--- src/hdl/tsid_pkg.sv ---
// ----------------------------------------------------------------------------
// TS information descriptor parser package
// Result kinds, the parsed word type and queue sizing shared by all modules.
// ----------------------------------------------------------------------------
package tsid_pkg;

    // Kind of a parsed field, carried on the result tuser.
    typedef enum logic [2:0] {
        KIND_KEY    = 3'd0,
        KIND_HEADER = 3'd1,
        KIND_NAME   = 3'd2,
        KIND_TYPE   = 3'd3,
        KIND_COUNT  = 3'd4,
        KIND_SVC    = 3'd5
    } t_item_kind;

    // One parsed field as it travels from the parser to the output stage.
    typedef struct packed {
        t_item_kind  kind;
        logic [15:0] value;
        logic [1:0]  type_index;
        logic        last;
    } t_tsid_item;

    localparam int FIFO_DEPTH = 4;
    localparam int FIFO_AW    = $clog2(FIFO_DEPTH);

    localparam int IN_TDATA_W  = 8;
    localparam int OUT_TDATA_W = 24;

endpackage

--- src/hdl/tsid_front.sv ---
// ----------------------------------------------------------------------------
// TS information descriptor parser front end
// Walks the descriptor layout one byte per cycle while bytes are accepted and classifies each byte.
// ----------------------------------------------------------------------------
module tsid_front (
    input  logic                 i_clk,
    input  logic                 i_rst_n,
    input  logic                 i_accept,
    input  logic [7:0]           i_byte,
    input  logic                 i_first,
    output logic                 o_push,
    output tsid_pkg::t_tsid_item o_item
);
    import tsid_pkg::*;

    typedef enum logic [2:0] {
        PH_IDLE,
        PH_HEADER,
        PH_NAME,
        PH_TYPE,
        PH_COUNT,
        PH_SVC_HI,
        PH_SVC_LO
    } t_phase;

    t_phase     r_phase,    n_phase;
    logic [5:0] r_name_left, n_name_left;
    logic [1:0] r_types_left, n_types_left;
    logic [7:0] r_svc_left, n_svc_left;
    logic [7:0] r_hold,     n_hold;
    logic [1:0] r_group,    n_group;

    always_comb begin
        n_phase      = r_phase;
        n_name_left  = r_name_left;
        n_types_left = r_types_left;
        n_svc_left   = r_svc_left;
        n_hold       = r_hold;
        n_group      = r_group;
        o_push       = 1'b0;
        o_item       = '{kind: KIND_KEY, value: {8'h00, i_byte}, type_index: 2'd0,
                         last: 1'b0};

        if (i_accept) begin
            if (i_first) begin
                // A first byte always opens a new descriptor.
                n_name_left  = 6'd0;
                n_types_left = 2'd0;
                n_svc_left   = 8'd0;
                n_hold       = 8'd0;
                n_group      = 2'd0;
                n_phase      = PH_HEADER;
                o_push       = 1'b1;
            end else begin
                case (r_phase)
                    PH_HEADER: begin
                        n_name_left  = i_byte[7:2];
                        n_types_left = i_byte[1:0];
                        n_group      = 2'd0;
                        o_push       = 1'b1;
                        o_item.kind  = KIND_HEADER;
                        if (i_byte == 8'h00) begin
                            n_phase     = PH_IDLE;
                            o_item.last = 1'b1;
                        end else if (i_byte[7:2] != 6'd0) begin
                            n_phase = PH_NAME;
                        end else begin
                            n_phase = PH_TYPE;
                        end
                    end
                    PH_NAME: begin
                        n_name_left = r_name_left - 6'd1;
                        o_push      = 1'b1;
                        o_item.kind = KIND_NAME;
                        if (r_name_left == 6'd1) begin
                            if (r_types_left == 2'd0) begin
                                n_phase     = PH_IDLE;
                                o_item.last = 1'b1;
                            end else begin
                                n_phase = PH_TYPE;
                            end
                        end
                    end
                    PH_TYPE: begin
                        n_phase           = PH_COUNT;
                        o_push            = 1'b1;
                        o_item.kind       = KIND_TYPE;
                        o_item.type_index = r_group;
                    end
                    PH_COUNT: begin
                        n_svc_left        = i_byte;
                        o_push            = 1'b1;
                        o_item.kind       = KIND_COUNT;
                        o_item.type_index = r_group;
                        if (i_byte == 8'h00) begin
                            // Empty group closes at once.
                            n_types_left = r_types_left - 2'd1;
                            n_group      = r_group + 2'd1;
                            o_item.last  = (r_types_left == 2'd1);
                            n_phase      = (r_types_left == 2'd1) ? PH_IDLE : PH_TYPE;
                        end else begin
                            n_phase = PH_SVC_HI;
                        end
                    end
                    PH_SVC_HI: begin
                        n_hold  = i_byte;
                        n_phase = PH_SVC_LO;
                    end
                    PH_SVC_LO: begin
                        n_svc_left        = r_svc_left - 8'd1;
                        o_push            = 1'b1;
                        o_item.kind       = KIND_SVC;
                        o_item.value      = {r_hold, i_byte};
                        o_item.type_index = r_group;
                        if (r_svc_left == 8'd1) begin
                            n_types_left = r_types_left - 2'd1;
                            n_group      = r_group + 2'd1;
                            o_item.last  = (r_types_left == 2'd1);
                            n_phase      = (r_types_left == 2'd1) ? PH_IDLE : PH_TYPE;
                        end else begin
                            n_phase = PH_SVC_HI;
                        end
                    end
                    default: begin
                        n_phase = PH_IDLE;
                    end
                endcase
            end
        end
    end

    always_ff @(posedge i_clk) begin
        if (!i_rst_n) begin
            r_phase      <= PH_IDLE;
            r_name_left  <= 6'd0;
            r_types_left <= 2'd0;
            r_svc_left   <= 8'd0;
            r_hold       <= 8'd0;
            r_group      <= 2'd0;
        end else begin
            r_phase      <= n_phase;
            r_name_left  <= n_name_left;
            r_types_left <= n_types_left;
            r_svc_left   <= n_svc_left;
            r_hold       <= n_hold;
            r_group      <= n_group;
        end
    end

endmodule

--- src/hdl/tsid_fifo.sv ---
// ----------------------------------------------------------------------------
// TS information descriptor parser field queue
// Short queue of parsed fields between the parser and the output stage.
// ----------------------------------------------------------------------------
module tsid_fifo (
    input  logic                 i_clk,
    input  logic                 i_rst_n,
    input  logic                 i_push,
    input  tsid_pkg::t_tsid_item i_item,
    input  logic                 i_pop,
    output logic                 o_full,
    output logic                 o_valid,
    output tsid_pkg::t_tsid_item o_item
);
    import tsid_pkg::*;

    t_tsid_item         r_mem [FIFO_DEPTH];
    logic [FIFO_AW-1:0] r_wr_ptr;
    logic [FIFO_AW-1:0] r_rd_ptr;
    logic [FIFO_AW:0]   r_count;
    logic               do_pop;

    assign o_full  = (r_count == (FIFO_AW+1)'(FIFO_DEPTH));
    assign o_valid = (r_count != '0);
    assign o_item  = r_mem[r_rd_ptr];
    assign do_pop  = i_pop && o_valid;

    always_ff @(posedge i_clk) begin
        if (i_push) begin
            r_mem[r_wr_ptr] <= i_item;
        end
    end

    always_ff @(posedge i_clk) begin
        if (!i_rst_n) begin
            r_wr_ptr <= '0;
            r_rd_ptr <= '0;
            r_count  <= '0;
        end else begin
            if (i_push) begin
                r_wr_ptr <= r_wr_ptr + FIFO_AW'(1);
            end
            if (do_pop) begin
                r_rd_ptr <= r_rd_ptr + FIFO_AW'(1);
            end
            case ({i_push, do_pop})
                2'b10:   r_count <= r_count + (FIFO_AW+1)'(1);
                2'b01:   r_count <= r_count - (FIFO_AW+1)'(1);
                default: r_count <= r_count;
            endcase
        end
    end

endmodule

--- src/hdl/tsid_back.sv ---
// ----------------------------------------------------------------------------
// TS information descriptor parser output stage
// Registers one queued field onto the master stream and holds it on stall.
// ----------------------------------------------------------------------------
module tsid_back (
    input  logic                           i_clk,
    input  logic                           i_rst_n,
    input  logic                           i_valid,
    input  tsid_pkg::t_tsid_item           i_item,
    output logic                           o_pop,
    output logic                           m_axis_tvalid,
    input  logic                           m_axis_tready,
    output logic [tsid_pkg::OUT_TDATA_W-1:0] m_axis_tdata,
    output logic [2:0]                     m_axis_tuser,
    output logic                           m_axis_tlast
);
    import tsid_pkg::*;

    logic       r_valid;
    t_tsid_item r_item;

    // Take a new field whenever the output register is empty or being drained.
    assign o_pop = i_valid && (!r_valid || m_axis_tready);

    always_ff @(posedge i_clk) begin
        if (!i_rst_n) begin
            r_valid <= 1'b0;
        end else if (o_pop) begin
            r_valid <= 1'b1;
        end else if (m_axis_tready) begin
            r_valid <= 1'b0;
        end
    end

    always_ff @(posedge i_clk) begin
        if (o_pop) begin
            r_item <= i_item;
        end
    end

    assign m_axis_tvalid = r_valid;
    assign m_axis_tdata  = {6'd0, r_item.type_index, r_item.value};
    assign m_axis_tuser  = r_item.kind;
    assign m_axis_tlast  = r_item.last;

endmodule

--- src/hdl/ts_info_descriptor_parser.sv ---
// ----------------------------------------------------------------------------
// TS information descriptor parser
// Splits an information descriptor payload into tagged fields.
// ----------------------------------------------------------------------------
// Usage:
//   The slave stream takes one payload byte per word in s_axis_tdata, with
//   s_axis_tuser high on the first byte of each descriptor. The master stream
//   gives one word per parsed field: field value and type group in tdata,
//   field kind in tuser, and tlast on the final field of the descriptor.
//   The high byte of a service id gives no word; the low byte gives the id.
//   Bytes outside an open descriptor are taken and dropped.
//   Throughput is one byte per cycle while the field queue is not full. Each
//   field word is written into the field queue and then loaded into the
//   output register before it shows on the master side.
//   s_axis_tready falls only when the four-entry field queue is full, so the
//   parser keeps taking bytes while a word waits on a stalled receiver; a
//   long stall fills the queue and then backpressures the input.
//   Synchronous reset clears the parser to idle, empties the queue and drops
//   the output word; bytes after reset are dropped until one has the flag.
// ----------------------------------------------------------------------------
module ts_info_descriptor_parser (
    input  logic                             i_clk,
    input  logic                             i_rst_n,
    input  logic                             s_axis_tvalid,
    output logic                             s_axis_tready,
    input  logic [tsid_pkg::IN_TDATA_W-1:0]  s_axis_tdata,  // [7:0] payload_byte
    input  logic                             s_axis_tuser,  // [0] first_byte
    output logic                             m_axis_tvalid,
    input  logic                             m_axis_tready,
    output logic [tsid_pkg::OUT_TDATA_W-1:0] m_axis_tdata,  // [15:0] field_value,
                                                            // [17:16] type_index,
                                                            // [23:18] zero
    output logic [2:0]                       m_axis_tuser,  // [2:0] item_kind
    output logic                             m_axis_tlast   // last_field
);
    import tsid_pkg::*;

    logic       accept;
    logic       push;
    t_tsid_item front_item;
    logic       fifo_full;
    logic       fifo_valid;
    t_tsid_item fifo_item;
    logic       pop;

    assign s_axis_tready = !fifo_full;
    assign accept        = s_axis_tvalid && !fifo_full;

    // Parser: keeps the descriptor position and classifies every byte.
    tsid_front u_front (
        .i_clk    (i_clk),
        .i_rst_n  (i_rst_n),
        .i_accept (accept),
        .i_byte   (s_axis_tdata),
        .i_first  (s_axis_tuser),
        .o_push   (push),
        .o_item   (front_item)
    );

    // Field queue decouples parsing from receiver stalls.
    tsid_fifo u_fifo (
        .i_clk   (i_clk),
        .i_rst_n (i_rst_n),
        .i_push  (push),
        .i_item  (front_item),
        .i_pop   (pop),
        .o_full  (fifo_full),
        .o_valid (fifo_valid),
        .o_item  (fifo_item)
    );

    // Output register onto the master stream.
    tsid_back u_back (
        .i_clk         (i_clk),
        .i_rst_n       (i_rst_n),
        .i_valid       (fifo_valid),
        .i_item        (fifo_item),
        .o_pop         (pop),
        .m_axis_tvalid (m_axis_tvalid),
        .m_axis_tready (m_axis_tready),
        .m_axis_tdata  (m_axis_tdata),
        .m_axis_tuser  (m_axis_tuser),
        .m_axis_tlast  (m_axis_tlast)
    );

endmodule

--- config.mk ---
export PLATFORM = sky130hd
export DESIGN_NAME = ts_info_descriptor_parser
export DESIGN_NICKNAME = d
export VERILOG_FILES = /design/src/hdl/tsid_pkg.sv /design/src/hdl/tsid_front.sv /design/src/hdl/tsid_fifo.sv /design/src/hdl/tsid_back.sv /design/src/hdl/ts_info_descriptor_parser.sv
export SDC_FILE = /design/constraint.sdc
export NUM_CORES = 1
export LEC_CHECK = 0
export ABC_AREA = 1
export BUFFER_PORTS_ARGS = -buffer_cell sky130_fd_sc_hd__buf_4
export CORE_ASPECT_RATIO = 0.6
export CORE_MARGIN = 8
export CORE_UTILIZATION = 54
export CTS_CLUSTER_SIZE = 12
export DETAILED_ROUTE_END_ITERATION = 10
export PLACE_DENSITY_LB_ADDON = 0.3
export SLEW_MARGIN = 40
export SYNTH_ARGS = -nofsm -noshare
export SYNTH_HDL_FRONTEND = slang
export SYNTH_SLANG_ARGS = --single-unit
export TNS_END_PERCENT = 20
--- constraint.sdc ---
create_clock -name i_clk -period 3.37 [get_ports i_clk]
set_clock_uncertainty 0.15 [all_clocks]
set_input_delay 0.674 -clock i_clk [delete_from_list [all_inputs] [get_ports i_clk]]
set_output_delay 0.674 -clock i_clk [all_outputs]
set_load 0.05 [all_outputs]
==> impl_metrics.prom <==
# TYPE chip_impl_metric gauge
chip_impl_metric{name="total_grt_usage",unit=""} 0.194
chip_impl_metric{name="clkLatencyLatePin",unit="ps"} 420
chip_impl_info{name="cell_types_with_the_largest_area_share_after_synthesis",value="sky130_fd_sc_hd__edfxtp_1, sky130_fd_sc_hd__dfxtp_1, sky130_fd_sc_hd__nor2_1, sky130_fd_sc_hd__o21ai_0, sky130_fd_sc_hd__nand2_1"} 1
chip_impl_metric{name="antenna_cells_inserted",unit=""} 0
chip_impl_metric{name="ctsHtreeMaxLevel",unit=""} 4
chip_impl_metric{name="grt_overflow",unit=""} 0
chip_impl_metric{name="yosys_warnings",unit=""} 0
chip_impl_info{name="synthDominantAreaCellType",value="sky130_fd_sc_hd__edfxtp_1"} 1
chip_impl_metric{name="drt_first_pass_iters",unit=""} 5
chip_impl_info{name="worst_setup_path_start_kind",value="flip-flop"} 1
chip_impl_metric{name="ys_seq_elements",unit=""} 147
chip_impl_metric{name="postCtsSetupRepairBufs",unit=""} 0
chip_impl_metric{name="hold-worst-slack",unit="ps"} 348
chip_impl_metric{name="min_period_over_period",unit=""} 0.835
chip_impl_metric{name="boundaryPins",unit=""} 43
chip_impl_metric{name="area.sequential",unit="sq um"} 4040
chip_impl_metric{name="grt_start_max_net_pins",unit=""} 48
chip_impl_metric{name="cts.path.max_buffers",unit=""} 2
chip_impl_metric{name="finalSetupViolations",unit=""} 0
chip_impl_metric{name="power.share.combinational",unit=""} 0.305
chip_impl_metric{name="worst-path-max-fanout",unit=""} 7
chip_impl_metric{name="post_synth_instance_area",unit="sq um"} 6470
chip_impl_metric{name="relSlewSlack",unit=""} 0.547
chip_impl_metric{name="postcts_resize_cnt",unit=""} 0
chip_impl_info{name="rsz0062_at_grt",value="no"} 1
chip_impl_metric{name="coreArea",unit="sq um"} 11900
chip_impl_metric{name="fmax",unit="MHz"} 355
chip_impl_metric{name="power_per_cell_area",unit="nW/um^2"} 838
chip_impl_info{name="worst_setup_path_end_kind",value="flip-flop"} 1
chip_impl_info{name="list_of_cells_traversed_by_the_critical_path",value="inv_2, nand3_1, nand3_1, nand2_2, nand2_2, clkinv_2, ha_1, inv_1, fa_1, a21oi_1, o21ai_0, o21ai_0, a21oi_1"} 1
chip_impl_metric{name="power.static_leakage",unit="uW"} 0.00286
chip_impl_metric{name="die-height",unit="um"} 101
chip_impl_info{name="worst_path_max_delay_cell",value="sky130_fd_sc_hd__dfxtp_1"} 1
chip_impl_info{name="crit_path_category",value="reg2reg"} 1
chip_impl_metric{name="yosysUniqueCellTypes",unit=""} 41
chip_impl_metric{name="power_frac_clock",unit=""} 0.307
chip_impl_metric{name="p_seq_frac",unit=""} 0.387
chip_impl_metric{name="detail-route-antenna-nets",unit=""} 0
chip_impl_metric{name="finalHoldViolCount",unit=""} 0
chip_impl_metric{name="synthesis.instances",unit=""} 627
chip_impl_metric{name="placement_rows",unit=""} 31
chip_impl_metric{name="async_reset_ff_frac",unit=""} 0
chip_impl_info{name="synth_ff_type",value="sky130_fd_sc_hd__edfxtp_1"} 1
chip_impl_metric{name="die_area",unit="sq um"} 15900
chip_impl_metric{name="fill_cells",unit=""} 926
chip_impl_metric{name="wl_per_cell",unit="um"} 17.6
chip_impl_metric{name="critical-path-max-stage-delay",unit="ps"} 550
chip_impl_metric{name="vias_in_the_first_global_route",unit=""} 4470
chip_impl_metric{name="residual_drc_count",unit=""} 0
chip_impl_metric{name="cts.sinks",unit=""} 147
chip_impl_metric{name="horizontal_die_dimension",unit="um"} 157
chip_impl_metric{name="detailed_place_hpwl",unit="mm"} 9.83
chip_impl_metric{name="timing.setup.tns",unit="ps"} 0
chip_impl_metric{name="irDropWorstVdd",unit="mV"} 0.461
chip_impl_metric{name="report.final.slew_viol_count",unit=""} 0
chip_impl_metric{name="areaGrowthSynthToFinish",unit="%"} 15.4
chip_impl_metric{name="worst_ep_required_time",unit="ps"} 3520
chip_impl_metric{name="detail_route.iter0.violations",unit=""} 433
chip_impl_metric{name="port_buffers",unit=""} 36
chip_impl_info{name="clk_root_buffer_cell",value="sky130_fd_sc_hd__clkbuf_16"} 1
chip_impl_metric{name="post-route-min-period",unit="ps"} 2810
chip_impl_metric{name="initial_antenna_violation_count",unit=""} 0
chip_impl_metric{name="slew_at_the_pin_closest_to_its_max_slew_limit",unit="ps"} 679
chip_impl_metric{name="multi_input_area",unit="sq um"} 2080
chip_impl_metric{name="drt-vias-per-instance",unit=""} 5.60
chip_impl_metric{name="nNetsFinal",unit=""} 691
chip_impl_metric{name="ys_seq_area_frac",unit=""} 0.625
chip_impl_metric{name="cts.hold.buffers_added",unit=""} 0
chip_impl_metric{name="number_of_flops_mapped_to_enable_cells_by_yosys",unit=""} 110
chip_impl_metric{name="clock_transition_time_at_the_flip_flop_clock_pins_of_the_worst_setup_and_hold_paths",unit="ps"} 60
chip_impl_metric{name="route.vias.total",unit=""} 4727
chip_impl_metric{name="syn_area_per_cell",unit="sq um"} 10.3
chip_impl_metric{name="internal_cell_power",unit="uW"} 4000
chip_impl_metric{name="netlist.area_leader.share",unit=""} 0.511
chip_impl_metric{name="net-switching-power",unit="uW"} 2250
chip_impl_metric{name="tritoncts.num_buffers",unit=""} 17
chip_impl_metric{name="fraction_of_layout_instances_using_a_drive_strength_above_1",unit=""} 0.166
chip_impl_metric{name="power_switching_share",unit=""} 0.360
chip_impl_info{name="tritoncts",value="yes"} 1
chip_impl_metric{name="data_arrival_time_of_the_worst_path",unit="ps"} 2970
chip_impl_metric{name="finalWeightedCongestion",unit=""} 0.911
chip_impl_metric{name="max_cap_violations",unit=""} 0
chip_impl_metric{name="finalWirelength",unit="mm"} 14.8
chip_impl_info{name="status",value="completed"} 1
chip_impl_info{name="class_of_the_most_critical_hold_timing_path",value="reg2reg"} 1
chip_impl_metric{name="grt_first_pass_wirelength",unit="mm"} 23.2
chip_impl_metric{name="initial_utilization",unit=""} 0.545
-- Yosys cell counts (2+ instances only) --
cell type,number
sky130_fd_sc_hd__nand2_1,93
sky130_fd_sc_hd__nor2_4,3
sky130_fd_sc_hd__o22ai_1,23
sky130_fd_sc_hd__buf_6,4
sky130_fd_sc_hd__nand3_4,2
sky130_fd_sc_hd__edfxtp_1,110
sky130_fd_sc_hd__o21ai_0,71
sky130_fd_sc_hd__buf_4,10
sky130_fd_sc_hd__o211ai_1,4
sky130_fd_sc_hd__nand2_4,4
sky130_fd_sc_hd__a31oi_1,2
sky130_fd_sc_hd__xor2_1,3
sky130_fd_sc_hd__nor3_1,4
sky130_fd_sc_hd__nand3b_1,2
sky130_fd_sc_hd__nand2_2,5
sky130_fd_sc_hd__nor2_2,2
sky130_fd_sc_hd__ha_1,11
sky130_fd_sc_hd__nand3_2,2
sky130_fd_sc_hd__dfxtp_1,37
sky130_fd_sc_hd__inv_1,39
sky130_fd_sc_hd__nand3_1,16
sky130_fd_sc_hd__inv_2,8
sky130_fd_sc_hd__clkbuf_1,15
sky130_fd_sc_hd__a21oi_1,38
sky130_fd_sc_hd__nor2_1,101
sky130_fd_sc_hd__o21ai_1,3
-- per-layer routing --
| layer | track usage | part of all wire | wire length [um] |
|---|---|---|---|
| met2 | 0.301 | 0.45 | 6700 |
| met5 | 0 | 0 | 0 |
| met4 | 0.0662 | 0.013 | 197 |
| met1 | 0.252 | 0.44 | 6520 |
| met3 | 0.0659 | 0.095 | 1410 |
-- metrics by stage --
step                instance area (sq um)   util  worst slack [ps]  power, uW  std cells
CTS                                  7470  0.629               586       6280        844
finish                               7470  0.629               557       6260        844
detailed placement                   6860  0.578               424       4360        812
global placement                     6860  0.578               498       4310        812
global route                         7470  0.629               376       6540        844
floorplan                            6490      -               503       3810        632
-- area by class of cell --
class / count / share of cell area
Timing Repair Buffer: 44 / 0.0442
Tap cell: 165 / 0.0276
Clock inverter: 14 / 0.0236
Multi-Input combinational cell: 406 / 0.279
Sequential cell: 147 / 0.542
Clock buffer: 18 / 0.0575
Inverter: 50 / 0.0263
-- power groups by stage --
stage                     sequential (uW)  combinational (uW)  clock, uW
after detailed placement             2460                1900          0
final                                2420                1910       1920
after global routing                 2450                2070       2020
after CTS                            2420                1910       1940
after floorplan                      2970                 836          0
after global placement               2450                1860          0
-- registers in the layout, summed over array words and instances (netlist names), 2 cells and up --
name / count
u_fifo.r_mem: 88
u_back.m_axis_tdata: 18
u_front.r_hold: 8
u_front.r_svc_left: 8
u_front.r_name_left: 6
u_back.m_axis_tuser: 3
u_fifo.r_count: 3
u_front.r_phase: 3
u_fifo.r_rd_ptr: 2
u_fifo.r_wr_ptr: 2
u_front.r_group: 2
u_front.r_types_left: 2
-- critical path, delay by kind of cell, from the launching register on --
kind / cells / cell delay [ps]
AO/OA/AOI/OAI: 4 / 470
buffers and inverters: 3 / 290
AND/OR/NAND/NOR: 4 / 670
adder cells (fa/ha/maj): 2 / 550
flip-flops: 1 / 550
-- path summary, 6_finish.rpt --
kind,slack (ps),cells past startpoint,end,start
min reg2reg,350,2,u_front.r_svc_left[7]$_SDFFE_PN0P_,u_front.r_svc_left[7]$_SDFFE_PN0P_
max reg2reg,560,13,u_fifo.r_count[2]$_SDFFE_PN0P_,u_front.r_phase[2]$_SDFFE_PN0P_
min,350,2,u_front.r_svc_left[7]$_SDFFE_PN0P_,u_front.r_svc_left[7]$_SDFFE_PN0P_
max,560,13,u_fifo.r_count[2]$_SDFFE_PN0P_,u_front.r_phase[2]$_SDFFE_PN0P_
-- logic make-up after synthesis --
group,Yosys count,synth area share
AOI/OAI and AO/OA,146,0.123
xor gates and xnor gates,4,0.00542
adders and majority gates,12,0.0244
buffers and inverters,79,0.0576
DFF,147,0.625
other,1,0.000580
and+or+nand+nor,238,0.164
-- placed cells by master (no fill, tap or decap), types with 4 or more instances in the layout --
cell type / synthesis / routed
sky130_fd_sc_hd__nor3_1: 4 / 4
sky130_fd_sc_hd__inv_2: 8 / 8
sky130_fd_sc_hd__o211ai_1: 4 / 4
sky130_fd_sc_hd__o22ai_1: 23 / 23
sky130_fd_sc_hd__conb_1: 1 / 6
sky130_fd_sc_hd__nor2_1: 101 / 97
sky130_fd_sc_hd__buf_4: 10 / 44
sky130_fd_sc_hd__nand2_1: 93 / 93
sky130_fd_sc_hd__ha_1: 11 / 11
sky130_fd_sc_hd__nand2_4: 4 / 4
sky130_fd_sc_hd__o21ai_0: 71 / 71
sky130_fd_sc_hd__inv_6: 1 / 5
sky130_fd_sc_hd__nand2_2: 5 / 5
sky130_fd_sc_hd__edfxtp_1: 110 / 110
sky130_fd_sc_hd__dfxtp_1: 37 / 37
sky130_fd_sc_hd__a21oi_1: 38 / 37
sky130_fd_sc_hd__nand3_1: 16 / 16
sky130_fd_sc_hd__clkbuf_16: 0 / 17
sky130_fd_sc_hd__nor2_2: 2 / 6
sky130_fd_sc_hd__inv_1: 39 / 39
No activity file was read; power rests on OpenSTA's default activity.
